$ cat config.mk
export PLATFORM = sky130hd
export DESIGN_NAME = itau_ctrl
export DESIGN_NICKNAME = d
export VERILOG_FILES = /design/src/hw/rtl/integer_to_ascii_text_unit_assert.svh /design/src/hw/rtl/itau_pkg.sv /design/src/hw/rtl/itau_ctrl.sv
export SDC_FILE = /design/constraint.sdc
export NUM_CORES = 1
export LEC_CHECK = 0
export BUFFER_PORTS_ARGS = -buffer_cell sky130_fd_sc_hd__buf_2
export CAP_MARGIN = 5
export CORE_AREA = 2 2 39 41
export DETAILED_ROUTE_END_ITERATION = 7
export DIE_AREA = 0 0 41 43
export SKIP_CTS_REPAIR_TIMING = 1
export SYNTH_ARGS = -nofsm -noshare
export SYNTH_HDL_FRONTEND = slang
export SYNTH_SLANG_ARGS = --single-unit
$ cat constraint.sdc
create_clock -name clk -period 1.68 [get_ports clk]
set_input_delay 0.084 -clock clk [delete_from_list [all_inputs] [get_ports clk]]
set_output_delay 0.084 -clock clk [all_outputs]
set_load 0.1 [all_outputs]
$ cat src/hw/rtl/integer_to_ascii_text_unit_assert.svh
// assertion macros for the integer to ascii text unit
`ifndef INTEGER_TO_ASCII_TEXT_UNIT_ASSERT_SVH
`define INTEGER_TO_ASCII_TEXT_UNIT_ASSERT_SVH

// same-cycle implication, checked out of reset
`define ITAU_ASSERT_SAME(label, clk, rst_n, a, b) \
    label: assert property (@(posedge clk) disable iff (!rst_n) (a) |-> (b)) \
        else $error("itau same-cycle check failed");

// next-cycle implication, checked out of reset
`define ITAU_ASSERT_NEXT(label, clk, rst_n, a, b) \
    label: assert property (@(posedge clk) disable iff (!rst_n) (a) |=> (b)) \
        else $error("itau next-cycle check failed");

`endif

$ cat src/hw/rtl/itau_pkg.sv
// shared types, constants and helpers for the integer to ascii text unit
package itau_pkg;

    localparam int MAX_DIGITS = 16;
    localparam int CNT_W      = $clog2(MAX_DIGITS + 1);
    localparam int IDX_W      = $clog2(MAX_DIGITS);

    localparam logic [1:0] OP_SDEC = 2'd0;
    localparam logic [1:0] OP_UDEC = 2'd1;
    localparam logic [1:0] OP_HEX  = 2'd2;
    localparam logic [1:0] OP_NONE = 2'd3;

    localparam logic [7:0] CHAR_ZERO  = 8'h30;
    localparam logic [7:0] CHAR_X     = 8'h78;
    localparam logic [7:0] CHAR_MINUS = 8'h2D;

    // reciprocal of ten scaled by 2^35, exact for every 32-bit dividend
    localparam logic [31:0] RECIP_TEN = 32'hCCCC_CCCD;

    typedef enum logic [2:0] {
        S_IDLE,
        S_SPLIT,
        S_ZERO,
        S_X,
        S_SIGN,
        S_DIGITS
    } state_t;

    typedef enum logic [2:0] {
        EMIT_NONE,
        EMIT_ZERO,
        EMIT_X,
        EMIT_MINUS,
        EMIT_DIGIT
    } emit_t;

    typedef struct packed {
        logic  load;
        logic  split;
        emit_t emit;
    } ctrl_cmd_t;

    typedef struct packed {
        logic split_done;
        logic is_hex;
        logic is_neg;
        logic last_digit;
    } dp_status_t;

    function automatic logic [7:0] glyph(input logic [3:0] d);
        if (d < 4'd10)
        begin
            glyph = CHAR_ZERO + {4'd0, d};
        end
        else
        begin
            glyph = 8'h57 + {4'd0, d};
        end
    endfunction

endpackage

$ cat src/hw/rtl/itau_ctrl.sv
// sequencing state machine: load, digit split, prefix and digit emission
module itau_ctrl (
    input  logic                   clk,
    input  logic                   rst_n,
    input  logic                   start,
    input  logic [1:0]             opcode,
    input  itau_pkg::dp_status_t   status,
    output itau_pkg::ctrl_cmd_t    cmd,
    output logic                   busy
);
    import itau_pkg::*;

    state_t state_reg;
    state_t state_next;

    always_ff @(posedge clk or negedge rst_n)
    begin
        if (!rst_n)
        begin
            state_reg <= S_IDLE;
        end
        else
        begin
            state_reg <= state_next;
        end
    end

    always_comb
    begin
        state_next = state_reg;
        case (state_reg)
            S_IDLE:
            begin
                if (start && opcode != OP_NONE)
                begin
                    state_next = S_SPLIT;
                end
            end
            S_SPLIT:
            begin
                if (status.split_done)
                begin
                    if (status.is_hex)
                    begin
                        state_next = S_ZERO;
                    end
                    else if (status.is_neg)
                    begin
                        state_next = S_SIGN;
                    end
                    else
                    begin
                        state_next = S_DIGITS;
                    end
                end
            end
            S_ZERO:   state_next = S_X;
            S_X:      state_next = S_DIGITS;
            S_SIGN:   state_next = S_DIGITS;
            S_DIGITS:
            begin
                if (status.last_digit)
                begin
                    state_next = S_IDLE;
                end
            end
            default:  state_next = S_IDLE;
        endcase
    end

    always_comb
    begin
        cmd.load  = 1'b0;
        cmd.split = 1'b0;
        cmd.emit  = EMIT_NONE;
        busy      = 1'b1;
        case (state_reg)
            S_IDLE:
            begin
                busy     = 1'b0;
                cmd.load = start && opcode != OP_NONE;
            end
            S_SPLIT:  cmd.split = 1'b1;
            S_ZERO:   cmd.emit  = EMIT_ZERO;
            S_X:      cmd.emit  = EMIT_X;
            S_SIGN:   cmd.emit  = EMIT_MINUS;
            S_DIGITS: cmd.emit  = EMIT_DIGIT;
            default:  cmd.emit  = EMIT_NONE;
        endcase
    end

endmodule

==> flow_summary.html, run 1 <==
<table>
<tr><th>Metric</th><th>Value</th></tr>
<tr><th colspan="2">Setup path</th></tr>
<tr><td>Max FO, Critical Path</td><td>8</td></tr>
<tr><td>Worst Reg-to-Reg Cells</td><td>5</td></tr>
<tr><td>FF-to-FF setup slack</td><td>0.15 ns</td></tr>
<tr><td>Reg2Reg Launch Point</td><td>state_reg[2]</td></tr>
<tr><td>Start point of the critical path</td><td>state_reg[1]</td></tr>
<tr><td>Worst Path Class, Setup</td><td>flop to primary output</td></tr>
<tr><td>Critical path data required time</td><td>1.60 ns</td></tr>
<tr><td>Arrival time at the worst endpoint</td><td>1.52 ns</td></tr>
<tr><td>Crit path capture type</td><td>primary output</td></tr>
<tr><td>Setup crit start kind</td><td>flop</td></tr>
<tr><td>FF-to-FF End</td><td>state_reg[0]</td></tr>
<tr><th colspan="2">Clock tree</th></tr>
<tr><td>Clock edge transition at the registers on the reported setup and hold paths</td><td>0.04 ns</td></tr>
<tr><td>H-tree depth reported by CTS</td><td>1</td></tr>
<tr><td>Number of buffers added by the clock tree synthesis step</td><td>3</td></tr>
<tr><td>TritonCTS sink count</td><td>3</td></tr>
<tr><td>CTS tree</td><td>built</td></tr>
<tr><td>Insertion delay to the later sink of the worst-skew pair</td><td>0.23 ns</td></tr>
<tr><td>Max clock buf depth</td><td>2</td></tr>
<tr><td>CTS root buf</td><td>sky130_fd_sc_hd__clkbuf_4</td></tr>
<tr><th colspan="2">Die</th></tr>
<tr><td>Standard-cell row count</td><td>14</td></tr>
<tr><td>Starting density of the core</td><td>20.0%</td></tr>
<tr><td>Total I/O pin count</td><td>15</td></tr>
<tr><td>Die X-Extent</td><td>41 um</td></tr>
<tr><td>CORE AREA</td><td>0.00138 mm^2</td></tr>
<tr><td>Chip height</td><td>43 um</td></tr>
<tr><td>Overall die area</td><td>0.00176 mm^2</td></tr>
<tr><th colspan="2">Logic synthesis</th></tr>
<tr><td>Top cells by count, synth</td><td>5 x sky130_fd_sc_hd__nand2_1, 3 x sky130_fd_sc_hd__a21oi_1, 3 x sky130_fd_sc_hd__dfrtp_1, 3 x sky130_fd_sc_hd__inv_1, 3 x sky130_fd_sc_hd__nor2_1</td></tr>
<tr><td>Synth top area cells</td><td>sky130_fd_sc_hd__dfrtp_1 27%, sky130_fd_sc_hd__mux4_2 8.1%, sky130_fd_sc_hd__nand2_1 6.8%, sky130_fd_sc_hd__a21oi_1 5.4%, sky130_fd_sc_hd__a31oi_1 4.5%</td></tr>
<tr><td>Synth area leader</td><td>sky130_fd_sc_hd__dfrtp_1</td></tr>
<tr><td>Cells after synthesis</td><td>35</td></tr>
<tr><td>Post-synth EDFFs</td><td>0</td></tr>
<tr><td>Sequential element share of the synthesized area</td><td>27.1%</td></tr>
<tr><td>Number of warnings printed during yosys synthesis</td><td>0</td></tr>
<tr><td>Mean Syn Cell Area</td><td>7.90 um^2</td></tr>
<tr><td>Most used flip-flop cell after synthesis</td><td>sky130_fd_sc_hd__dfrtp_1</td></tr>
<tr><td>Area fraction of the dominant cell type after synthesis</td><td>27.1%</td></tr>
<tr><td>Seq cells post-synth</td><td>3</td></tr>
<tr><td>Summed instance area of the synthesized netlist</td><td>277 um^2</td></tr>
<tr><td>Proportion of register bits with asynchronous set or reset after synthesis</td><td>100%</td></tr>
<tr><td>Most repeated cell in the gate-level netlist after synthesis</td><td>sky130_fd_sc_hd__nand2_1</td></tr>
<tr><td>Number of nets produced by synthesis</td><td>45</td></tr>
<tr><td>Number of distinct library cells after synthesis</td><td>21</td></tr>
<tr><th colspan="2">Detailed routing</th></tr>
<tr><td>Detailed-route DRC error count</td><td>0</td></tr>
<tr><td>Average wire per cell in the routed design</td><td>9.14 um</td></tr>
<tr><td>Total detailed-routing wirelength</td><td>631 um</td></tr>
<tr><td>First-pass DRT Iterations</td><td>3</td></tr>
<tr><td>Antenna violation net count after detailed routing</td><td>0</td></tr>
<tr><td>Number of vias per cell</td><td>4.38</td></tr>
<tr><td>Iteration-0 DRC count of the detailed router</td><td>3</td></tr>
<tr><td>Number of vias after detailed routing</td><td>302</td></tr>
<tr><th colspan="2">Run status</th></tr>
<tr><td>Run status</td><td>finished clean</td></tr>
<tr><th colspan="2">Min path</th></tr>
<tr><td>Hold WC Path Type</td><td>primary input to flop</td></tr>
<tr><td>Hold path depth</td><td>4</td></tr>
<tr><td>Hold Path Origin</td><td>status[0]</td></tr>
<tr><td>End of the worst hold path</td><td>state_reg[2]</td></tr>
<tr><th colspan="2">Layout</th></tr>
<tr><td>Signed area change from the synthesized netlist to the final layout</td><td>75.1%</td></tr>
<tr><td>Layout cells sized above 1</td><td>54.7%</td></tr>
<tr><td>Number of fillers in the final layout</td><td>151</td></tr>
<tr><td>Max reg flops</td><td>3</td></tr>
<tr><td>Final net count</td><td>64</td></tr>
<tr><td>Diodes inserted</td><td>0</td></tr>
<tr><th colspan="2">Timing</th></tr>
<tr><td>Headroom to the max-slew limit</td><td>67.9%</td></tr>
<tr><td>RSZ-0062 raised after global routing</td><td>false</td></tr>
<tr><td>Final period utilization</td><td>95.3%</td></tr>
<tr><td>Actual transition at the worst max-transition pin</td><td>0.485 ns</td></tr>
<tr><td>Setup Total Neg Slack</td><td>0 ns</td></tr>
<tr><td>Max-slew violation total from the final report</td><td>0</td></tr>
<tr><td>Fin. Hold Viols</td><td>0</td></tr>
<tr><td>Fin crit period</td><td>1.60 ns</td></tr>
<tr><td>Highest achievable clock rate</td><td>625 MHz</td></tr>
<tr><td>Layout Skew</td><td>0.00346 ns</td></tr>
<tr><td>Setup violators final</td><td>0</td></tr>
<tr><th colspan="2">Global routing</th></tr>
<tr><td>Largest net degree at the start of global routing</td><td>12</td></tr>
<tr><td>Via count of the first global-routing pass</td><td>272</td></tr>
<tr><td>All-Layer GR Usage</td><td>8.47%</td></tr>
<tr><td>Number of antenna violations at the first check in global routing</td><td>0</td></tr>
<tr><td>Wire length of the first global-routing pass</td><td>972 um</td></tr>
<tr><td>Remaining global-route overflow</td><td>0</td></tr>
<tr><th colspan="2">Place</th></tr>
<tr><td>Placed wire-length estimate</td><td>511 um</td></tr>
<tr><td>Routability cong.</td><td>0.800</td></tr>
<tr><td>Port Buffer Count</td><td>14</td></tr>
<tr><th colspan="2">Job</th></tr>
<tr><td>Max capacitance violation total</td><td>0</td></tr>
</table>
## worst max-delay path by stage
stage,cells after the start,end
6_report,5,cmd[1]
5_1_grt,5,cmd[1]
4_1_cts,5,cmd[1]
3_5_place_dp,5,state_reg[0]
3_3_place_gp,5,state_reg[0]
2_1_floorplan,5,cmd[2]
## cells in the final DEF, fill, tap and decap left out, types with 2 or more instances in the layout
| cell type | instances |
|---|---|
| sky130_fd_sc_hd__buf_12 | 4 |
| sky130_fd_sc_hd__nor2_1 | 2 |
| sky130_fd_sc_hd__nand2_1 | 5 |
| sky130_fd_sc_hd__a21oi_1 | 2 |
| sky130_fd_sc_hd__inv_1 | 3 |
| sky130_fd_sc_hd__a31oi_1 | 2 |
| sky130_fd_sc_hd__buf_2 | 10 |
| sky130_fd_sc_hd__clkbuf_4 | 3 |
| sky130_fd_sc_hd__dfrtp_1 | 3 |
## area by class of cell
type / count / area, um^2 / share of cell area [%]
inverter: 4 / 15.0 / 3.10
timing repair buffer: 16 / 148 / 30.5
clock buffer: 4 / 26.3 / 5.43
sequential: 3 / 75.1 / 15.5
tap: 16 / 20.0 / 4.13
multi-input combinational: 26 / 200 / 41.3
## cell families after synthesis
kind of cell,count (synthesis),synth area share (%)
AO/OA/AOI/OAI,9,19.0
AND/OR/NAND/NOR,14,25.8
multiplexers,2,12.2
adder cells (fa/ha/maj),1,4.52
buffers and inverters,6,11.3
flip-flops,3,27.1
## critical path, cell delays in order, from the launching register on
cell,delay [ns]
sky130_fd_sc_hd__dfrtp_1,0.37
sky130_fd_sc_hd__buf_4,0.16
sky130_fd_sc_hd__or2b_4,0.27
sky130_fd_sc_hd__o22ai_2,0.14
sky130_fd_sc_hd__and2_4,0.17
sky130_fd_sc_hd__buf_12,0.16
## layer usage
layer | global-route usage [%] | wire, um | share of wire, %
met3 | 6.28 | 59 | 9.4
met2 | 11.6 | 279 | 44
met4 | 2.00 | 0 | 0
met5 | 0 | 0 | 0
met1 | 10.4 | 293 | 46
## through the flow
stage | hold WS, ns | worst slack [ns] | util, % | area [um^2] | instances
finish | 0.164 | 0.0796 | 35.0 | 484 | 69
global route | 0.178 | 0.0298 | 35.0 | 484 | 69
CTS | -0.365 | 0.00678 | 33.5 | 463 | 68
global placement | -0.117 | 0.194 | 31.6 | 437 | 64
detailed placement | -0.116 | 0.173 | 31.6 | 437 | 64
floorplan | -0.212 | -0.0169 | - | 295 | 35
Power of run 1 is left out: the tool's default activity adds up to more than one toggle a clock period on the data nets, which glitch-free logic cannot reach.
==> run 2, diff against run 1 <==
BUFFER_PORTS_ARGS = default   (was -buffer_cell sky130_fd_sc_hd__buf_2)
DONT_BUFFER_PORTS = 1   (was default)
==> flow_summary.html, run 2 (synthesis gave the netlist of run 1 again) <==
<table>
<tr><th>Metric</th><th>Value</th></tr>
<tr><th colspan="2">Run status</th></tr>
<tr><td>Run status</td><td>finished clean</td></tr>
<tr><th colspan="2">Setup path</th></tr>
<tr><td>Cell with the largest stage delay on the worst path</td><td>sky130_fd_sc_hd__dfrtp_1</td></tr>
<tr><td>Critical path's top delay family</td><td>simple AND/OR/NAND/NOR gates</td></tr>
<tr><td>Combined buffer and inverter count along the critical path</td><td>2 (unchanged)</td></tr>
<tr><td>Total stage count of the critical path</td><td>5 (unchanged)</td></tr>
<tr><td>Arrival time at the worst endpoint</td><td>1.52 ns (about the same)</td></tr>
<tr><td>Critical path cell sequence</td><td>buf_6 &gt; or2b_1 &gt; o22ai_1 &gt; and2_4 &gt; buf_12</td></tr>
<tr><td>Worst Reg-to-Reg Cells</td><td>5 (unchanged)</td></tr>
<tr><td>Crit path capture type</td><td>primary output</td></tr>
<tr><td>Setup crit start kind</td><td>flop</td></tr>
<tr><td>Worst Path Class, Setup</td><td>flop to primary output</td></tr>
<tr><td>Critical path data required time</td><td>1.60 ns (about the same)</td></tr>
<tr><td>Max FO, Critical Path</td><td>8 (unchanged)</td></tr>
<tr><td>Delay of the slowest critical-path stage</td><td>0.38 ns (about the same)</td></tr>
<tr><th colspan="2">Timing</th></tr>
<tr><td>Layout Skew</td><td>0.000236 ns (-0.00322 ns)</td></tr>
<tr><td>Setup Total Neg Slack</td><td>0 ns (unchanged)</td></tr>
<tr><td>Fin crit period</td><td>1.61 ns (+0.00718 ns)</td></tr>
<tr><td>Fin. Hold Viols</td><td>0 (unchanged)</td></tr>
<tr><td>Setup violators final</td><td>0 (unchanged)</td></tr>
<tr><td>Worst hold slack after final layout</td><td>0.0685 ns (-0.0959 ns)</td></tr>
<tr><td>Headroom to the max-slew limit</td><td>66.8% (-1.1 points)</td></tr>
<tr><td>Max-slew violation total from the final report</td><td>0 (unchanged)</td></tr>
<tr><td>Actual transition at the worst max-transition pin</td><td>0.501 ns (+0.0154 ns)</td></tr>
<tr><td>Worst setup slack after layout</td><td>0.0725 ns (-0.00718 ns)</td></tr>
<tr><td>Final period utilization</td><td>95.7% (+0.43 points)</td></tr>
<tr><td>Highest achievable clock rate</td><td>622 MHz (-0.45%)</td></tr>
<tr><th colspan="2">Clock tree</th></tr>
<tr><td>Number of buffers added by the clock tree synthesis step</td><td>3 (unchanged)</td></tr>
<tr><td>Clock edge transition at the registers on the reported setup and hold paths</td><td>0.04 ns (about the same)</td></tr>
<tr><td>CTS root buf</td><td>sky130_fd_sc_hd__clkbuf_4</td></tr>
<tr><td>Max clock buf depth</td><td>2 (unchanged)</td></tr>
<tr><td>H-tree depth reported by CTS</td><td>1 (unchanged)</td></tr>
<tr><td>TritonCTS sink count</td><td>3 (unchanged)</td></tr>
<tr><td>CTS tree</td><td>built</td></tr>
<tr><td>Insertion delay to the later sink of the worst-skew pair</td><td>0.22 ns (about the same)</td></tr>
<tr><th colspan="2">Detailed routing</th></tr>
<tr><td>Iteration-0 DRC count of the detailed router</td><td>2 (-1)</td></tr>
<tr><td>First-pass DRT Iterations</td><td>4 (+1)</td></tr>
<tr><td>Antenna violation net count after detailed routing</td><td>0 (unchanged)</td></tr>
<tr><td>Average wire per cell in the routed design</td><td>10.8 um (+18%)</td></tr>
<tr><td>Detailed-route DRC error count</td><td>0 (unchanged)</td></tr>
<tr><td>Number of vias per cell</td><td>4.63 (+5.8%)</td></tr>
<tr><td>Total detailed-routing wirelength</td><td>668 um (+5.9%)</td></tr>
<tr><td>Number of vias after detailed routing</td><td>287 (-5.0%)</td></tr>
<tr><th colspan="2">Layout</th></tr>
<tr><td>Final design area excluding fillers</td><td>438 um^2 (-9.6%)</td></tr>
<tr><td>Final net count</td><td>57 (-11%)</td></tr>
<tr><td>Most frequent cells in the layout</td><td>5 x sky130_fd_sc_hd__nand2_1, 4 x sky130_fd_sc_hd__buf_4</td></tr>
<tr><td>Layout cells sized above 1</td><td>43.5% (-11 points)</td></tr>
<tr><td>Diodes inserted</td><td>0 (unchanged)</td></tr>
<tr><td>Number of fillers in the final layout</td><td>149 (-1.3%)</td></tr>
<tr><td>Signed area change from the synthesized netlist to the final layout</td><td>58.4%</td></tr>
<tr><td>Area used by sequential logic in the layout</td><td>75.1 um^2 (unchanged)</td></tr>
<tr><td>Max reg flops</td><td>3 (unchanged)</td></tr>
<tr><td>Leading cell type in the layout, fill and taps excluded</td><td>sky130_fd_sc_hd__nand2_1</td></tr>
<tr><td>Total area of multi-input combinational cells</td><td>190 um^2 (-5.0%)</td></tr>
<tr><th colspan="2">Min path</th></tr>
<tr><td>Hold path depth</td><td>3 (-1)</td></tr>
<tr><td>Hold WC Path Type</td><td>primary input to flop</td></tr>
<tr><th colspan="2">Global routing</th></tr>
<tr><td>Wire length of the first global-routing pass</td><td>1150 um (+19%)</td></tr>
<tr><td>Number of antenna violations at the first check in global routing</td><td>0 (unchanged)</td></tr>
<tr><td>All-Layer GR Usage</td><td>9.90% (+1.4 points)</td></tr>
<tr><td>Remaining global-route overflow</td><td>0 (unchanged)</td></tr>
<tr><td>Via count of the first global-routing pass</td><td>300 (+10%)</td></tr>
<tr><td>Largest net degree at the start of global routing</td><td>11 (-1)</td></tr>
<tr><th colspan="2">Die</th></tr>
<tr><td>Total I/O pin count</td><td>15 (unchanged)</td></tr>
<tr><td>Standard-cell row count</td><td>14 (unchanged)</td></tr>
<tr><td>Overall die area</td><td>0.00176 mm^2 (unchanged)</td></tr>
<tr><td>CORE AREA</td><td>0.00138 mm^2 (unchanged)</td></tr>
<tr><td>Starting density of the core</td><td>20.0% (unchanged)</td></tr>
<tr><td>Chip height</td><td>43 um (unchanged)</td></tr>
<tr><td>Die X-Extent</td><td>41 um (unchanged)</td></tr>
<tr><th colspan="2">Place</th></tr>
<tr><td>Placed wire-length estimate</td><td>537 um (+5.1%)</td></tr>
<tr><td>Port Buffer Count</td><td>0 (-14)</td></tr>
<tr><td>Routability cong.</td><td>0.818 (+2.3%)</td></tr>
<tr><td>DP Area</td><td>389 um^2 (-11%)</td></tr>
<tr><td>Worst setup slack before clock tree synthesis</td><td>0.161 ns (-0.0120 ns)</td></tr>
<tr><th colspan="2">Job</th></tr>
<tr><td>Max capacitance violation total</td><td>0 (unchanged)</td></tr>
</table>
==> run 2: cell types whose count changed in the layout (fill, tap and decap cells not counted) <==
cell	before	now
sky130_fd_sc_hd__o22ai_1	1	2
sky130_fd_sc_hd__or2b_4	1	0
sky130_fd_sc_hd__or2b_1	0	1
sky130_fd_sc_hd__o22ai_2	1	0
sky130_fd_sc_hd__buf_6	0	1
sky130_fd_sc_hd__buf_4	1	4
sky130_fd_sc_hd__buf_2	10	0
sky130_fd_sc_hd__buf_12	4	3
==> run 2: through the flow <==
stage,std cells,util [%]
after floorplan,35,-
after global routing,62,31.6
after detailed placement,56,28.1
final,62,31.6
after CTS,60,30.0
after global placement,56,28.1
==> run 2: layer usage <==
metal  GRT usage, %  vias up  share of wire, %
met3           4.71        0               9.3
met5              0        -                 0
met2           12.5       11                49
met1           13.1      131                42
met4           6.00        0                 0
li1               -      145                 -
==> run 2: final timing paths <==
check / to / slack, ns / start
worst max register to register: state_reg[0] / 0.16 / state_reg[2]
min in group asynchronous: state_reg[0] / 0.11 / rst_n
worst min register to register: state_reg[1] / 0.53 / state_reg[2]
worst min-delay path: state_reg[2] / 0.07 / status[0]
max in group asynchronous: state_reg[1] / 1.43 / rst_n
worst max-delay path: cmd[1] / 0.07 / state_reg[1]
==> run 2: area by class of cell <==
type                            count  area share [%]
Multi-Input combinational cell     26            43.4
Timing Repair Buffer                9            25.4
Clock buffer                        4            6.00
Sequential cell                     3            17.1
Tap cell                           16            4.57
Inverter                            4            3.43
==> run 2: worst min-delay path: stages <==
cell and delay, ns:
sky130_fd_sc_hd__a21oi_1 0.05, sky130_fd_sc_hd__nand2_1 0.05, sky130_fd_sc_hd__o21ai_0 0.07
Power of run 2 is left out for the same reason.
==> run 3, diff against run 2 <==
ABC_AREA = 1   (was default)
==> flow_summary.html, run 3 <==
<table>
<tr><th>Metric</th><th>Value</th></tr>
<tr><th colspan="2">Timing</th></tr>
<tr><td>Worst setup slack after layout</td><td>0.0701 ns (-0.00232 ns)</td></tr>
<tr><td>Headroom to the max-slew limit</td><td>81.9% (+15 points)</td></tr>
<tr><td>Fin crit period</td><td>1.61 ns (+0.00232 ns)</td></tr>
<tr><td>Worst hold slack after final layout</td><td>0.0371 ns (-0.0314 ns)</td></tr>
<tr><td>Fin. Hold Viols</td><td>0 (unchanged)</td></tr>
<tr><td>Max-slew violation total from the final report</td><td>0 (unchanged)</td></tr>
<tr><td>Setup Total Neg Slack</td><td>0 ns (unchanged)</td></tr>
<tr><td>Actual transition at the worst max-transition pin</td><td>0.270 ns (-0.231 ns)</td></tr>
<tr><td>Setup violators final</td><td>0 (unchanged)</td></tr>
<tr><td>Layout Skew</td><td>0.00475 ns (+0.00451 ns)</td></tr>
<tr><td>Final period utilization</td><td>95.8% (+0.14 points)</td></tr>
<tr><td>Highest achievable clock rate</td><td>621 MHz (-0.14%)</td></tr>
<tr><th colspan="2">Logic synthesis</th></tr>
<tr><td>Most used flip-flop cell after synthesis</td><td>sky130_fd_sc_hd__dfrtp_1</td></tr>
<tr><td>Proportion of register bits with asynchronous set or reset after synthesis</td><td>100% (unchanged)</td></tr>
<tr><td>Post-synth EDFFs</td><td>0 (unchanged)</td></tr>
<tr><td>Most repeated cell in the gate-level netlist after synthesis</td><td>sky130_fd_sc_hd__nand2_1</td></tr>
<tr><td>Sequential element share of the synthesized area</td><td>26.0% (-1.2 points)</td></tr>
<tr><td>Area fraction of the dominant cell type after synthesis</td><td>26.0% (-1.2 points)</td></tr>
<tr><td>Number of nets produced by synthesis</td><td>60 (+33%)</td></tr>
<tr><td>Summed instance area of the synthesized netlist</td><td>289 um^2 (+4.5%)</td></tr>
<tr><td>Number of warnings printed during yosys synthesis</td><td>0 (unchanged)</td></tr>
<tr><td>Synth top area cells</td><td>sky130_fd_sc_hd__dfrtp_1 26%, sky130_fd_sc_hd__nand2_1 17%, sky130_fd_sc_hd__nor2_1 12%, sky130_fd_sc_hd__nand3_1 8.7%, sky130_fd_sc_hd__inv_1 7.8%</td></tr>
<tr><td>Number of distinct library cells after synthesis</td><td>13 (-38%)</td></tr>
<tr><td>Top cells by count, synth</td><td>13 x sky130_fd_sc_hd__nand2_1, 9 x sky130_fd_sc_hd__nor2_1, 6 x sky130_fd_sc_hd__inv_1, 5 x sky130_fd_sc_hd__nand3_1</td></tr>
<tr><td>Seq cells post-synth</td><td>3 (unchanged)</td></tr>
<tr><td>Mean Syn Cell Area</td><td>5.78 um^2 (-27%)</td></tr>
<tr><td>Synth area leader</td><td>sky130_fd_sc_hd__dfrtp_1</td></tr>
<tr><td>Cells after synthesis</td><td>50 (+43%)</td></tr>
<tr><th colspan="2">Setup path</th></tr>
<tr><td>Critical path's top delay family</td><td>flip-flops</td></tr>
<tr><td>Cell with the largest stage delay on the worst path</td><td>sky130_fd_sc_hd__dfrtp_1</td></tr>
<tr><td>Max FO, Critical Path</td><td>5 (-3)</td></tr>
<tr><td>Critical path data required time</td><td>1.60 ns (about the same)</td></tr>
<tr><td>Setup crit start kind</td><td>flop</td></tr>
<tr><td>Arrival time at the worst endpoint</td><td>1.53 ns (about the same)</td></tr>
<tr><td>Crit path capture type</td><td>primary output</td></tr>
<tr><td>Delay of the slowest critical-path stage</td><td>0.41 ns (+0.03 ns)</td></tr>
<tr><td>Combined buffer and inverter count along the critical path</td><td>3 (+1)</td></tr>
<tr><td>Worst Path Class, Setup</td><td>flop to primary output</td></tr>
<tr><td>Critical path cell sequence</td><td>inv_4 &gt; ha_1 &gt; inv_2 &gt; nor4_4 &gt; buf_12</td></tr>
<tr><th colspan="2">Run status</th></tr>
<tr><td>Run status</td><td>finished clean</td></tr>
<tr><th colspan="2">Clock tree</th></tr>
<tr><td>Clock edge transition at the registers on the reported setup and hold paths</td><td>0.04 ns (about the same)</td></tr>
<tr><td>Number of buffers added by the clock tree synthesis step</td><td>3 (unchanged)</td></tr>
<tr><td>Insertion delay to the later sink of the worst-skew pair</td><td>0.23 ns (about the same)</td></tr>
<tr><td>H-tree depth reported by CTS</td><td>1 (unchanged)</td></tr>
<tr><td>TritonCTS sink count</td><td>3 (unchanged)</td></tr>
<tr><td>CTS tree</td><td>built</td></tr>
<tr><td>CTS root buf</td><td>sky130_fd_sc_hd__clkbuf_4</td></tr>
<tr><td>Max clock buf depth</td><td>2 (unchanged)</td></tr>
<tr><th colspan="2">Global routing</th></tr>
<tr><td>Largest net degree at the start of global routing</td><td>10 (-1)</td></tr>
<tr><td>Via count of the first global-routing pass</td><td>329 (+9.7%)</td></tr>
<tr><td>Number of antenna violations at the first check in global routing</td><td>0 (unchanged)</td></tr>
<tr><td>All-Layer GR Usage</td><td>9.67% (-0.23 points)</td></tr>
<tr><td>Remaining global-route overflow</td><td>0 (unchanged)</td></tr>
<tr><td>Wire length of the first global-routing pass</td><td>1170 um (+1.8%)</td></tr>
<tr><th colspan="2">Layout</th></tr>
<tr><td>Most frequent cells in the layout</td><td>12 x sky130_fd_sc_hd__nand2_1, 8 x sky130_fd_sc_hd__nor2_1, 7 x sky130_fd_sc_hd__buf_4</td></tr>
<tr><td>Leading cell type in the layout, fill and taps excluded</td><td>sky130_fd_sc_hd__nand2_1</td></tr>
<tr><td>Signed area change from the synthesized netlist to the final layout</td><td>70.6%</td></tr>
<tr><td>Number of fillers in the final layout</td><td>158 (+6.0%)</td></tr>
<tr><td>Diodes inserted</td><td>0 (unchanged)</td></tr>
<tr><td>Max reg flops</td><td>3 (unchanged)</td></tr>
<tr><td>Final net count</td><td>76 (+33%)</td></tr>
<tr><td>Layout cells sized above 1</td><td>40.0% (-3.5 points)</td></tr>
<tr><th colspan="2">Place</th></tr>
<tr><td>Worst setup slack before clock tree synthesis</td><td>0.225 ns (+0.0634 ns)</td></tr>
<tr><td>Routability cong.</td><td>0.794 (-3.0%)</td></tr>
<tr><td>Placed wire-length estimate</td><td>658 um (+22%)</td></tr>
<tr><td>Port Buffer Count</td><td>0 (unchanged)</td></tr>
<tr><th colspan="2">Detailed routing</th></tr>
<tr><td>Antenna violation net count after detailed routing</td><td>0 (unchanged)</td></tr>
<tr><td>Average wire per cell in the routed design</td><td>10.1 um (-6.5%)</td></tr>
<tr><td>Number of vias after detailed routing</td><td>355 (+24%)</td></tr>
<tr><td>Number of vias per cell</td><td>4.38 (-5.3%)</td></tr>
<tr><td>Iteration-0 DRC count of the detailed router</td><td>4 (+2)</td></tr>
<tr><td>First-pass DRT Iterations</td><td>4 (unchanged)</td></tr>
<tr><td>Total detailed-routing wirelength</td><td>816 um (+22%)</td></tr>
<tr><td>Detailed-route DRC error count</td><td>0 (unchanged)</td></tr>
<tr><th colspan="2">Die</th></tr>
<tr><td>Total I/O pin count</td><td>15 (unchanged)</td></tr>
<tr><td>Overall die area</td><td>0.00176 mm^2 (unchanged)</td></tr>
<tr><td>CORE AREA</td><td>0.00138 mm^2 (unchanged)</td></tr>
<tr><td>Starting density of the core</td><td>20.9% (+0.90 points)</td></tr>
<tr><td>Chip height</td><td>43 um (unchanged)</td></tr>
<tr><td>Standard-cell row count</td><td>14 (unchanged)</td></tr>
<tr><td>Die X-Extent</td><td>41 um (unchanged)</td></tr>
<tr><th colspan="2">Job</th></tr>
<tr><td>Max capacitance violation total</td><td>0 (unchanged)</td></tr>
<tr><th colspan="2">Min path</th></tr>
<tr><td>Hold WC Path Type</td><td>primary input to flop</td></tr>
</table>
-- run 3: worst paths after layout --
| check | start | to | slack (ns) | cells past startpoint |
|---|---|---|---|---|
| max | state_reg[2] | cmd[2] | 0.07 | 5 |
| min | status[2] | state_reg[1] | 0.04 | 2 |
| max reg2reg | state_reg[1] | state_reg[2] | 0.39 | 8 |
| min reg2reg | state_reg[2] | state_reg[2] | 0.65 | 2 |
| max in group asynchronous | rst_n | state_reg[2] | 1.42 | 1 |
| min in group asynchronous | rst_n | state_reg[1] | 0.11 | 1 |
-- run 3: worst reg2reg max path: cells and delay by family (launching register included) --
family                 cells  cell delay (ns)
and+or+nand+nor            6             0.63
buffers and inverters      2             0.22
DFF                        1             0.39
-- run 3: cells by family (layout without fill, tap and decap cells) --
family / count (synthesis) / count (layout) / share of synthesized area [%]
fa+ha+maj: 1 / 1 / 4.33
simple gates: 32 / 32 / 49.4
compound gates: 5 / 5 / 8.66
flops: 3 / 3 / 26.0
buf+inv: 9 / 24 / 11.7
-- run 3: layout make-up --
type                            instances  area [um^2]  area share, %
Clock buffer                            4         26.3           5.33
Inverter                                9         36.3           7.36
Multi-Input combinational cell         38          213           43.1
Sequential cell                         3         75.1           15.2
Tap cell                               16         20.0           4.06
Timing Repair Buffer                   11          123           24.9
-- run 3: stage by stage --
| step | instances | utilization, % | instance area [um^2] |
|---|---|---|---|
| floorplan | 50 | - | 322 |
| global placement | 73 | 31.2 | 432 |
| detailed placement | 73 | 31.2 | 432 |
| CTS | 77 | 33.1 | 458 |
| global route | 81 | 35.6 | 493 |
| finish | 81 | 35.6 | 493 |
-- run 3: metal layers --
layer  GRT usage, %  part of all wire (%)  wire (um)  vias up
met4           4.00                  0.98          8        0
met2           14.1                    52        427       15
met3           5.24                   7.5         61        2
met1           11.4                    39        319      153
met5              0                     0          0        -
li1               -                     -          -      185
Power of run 3 is left out for the same reason.
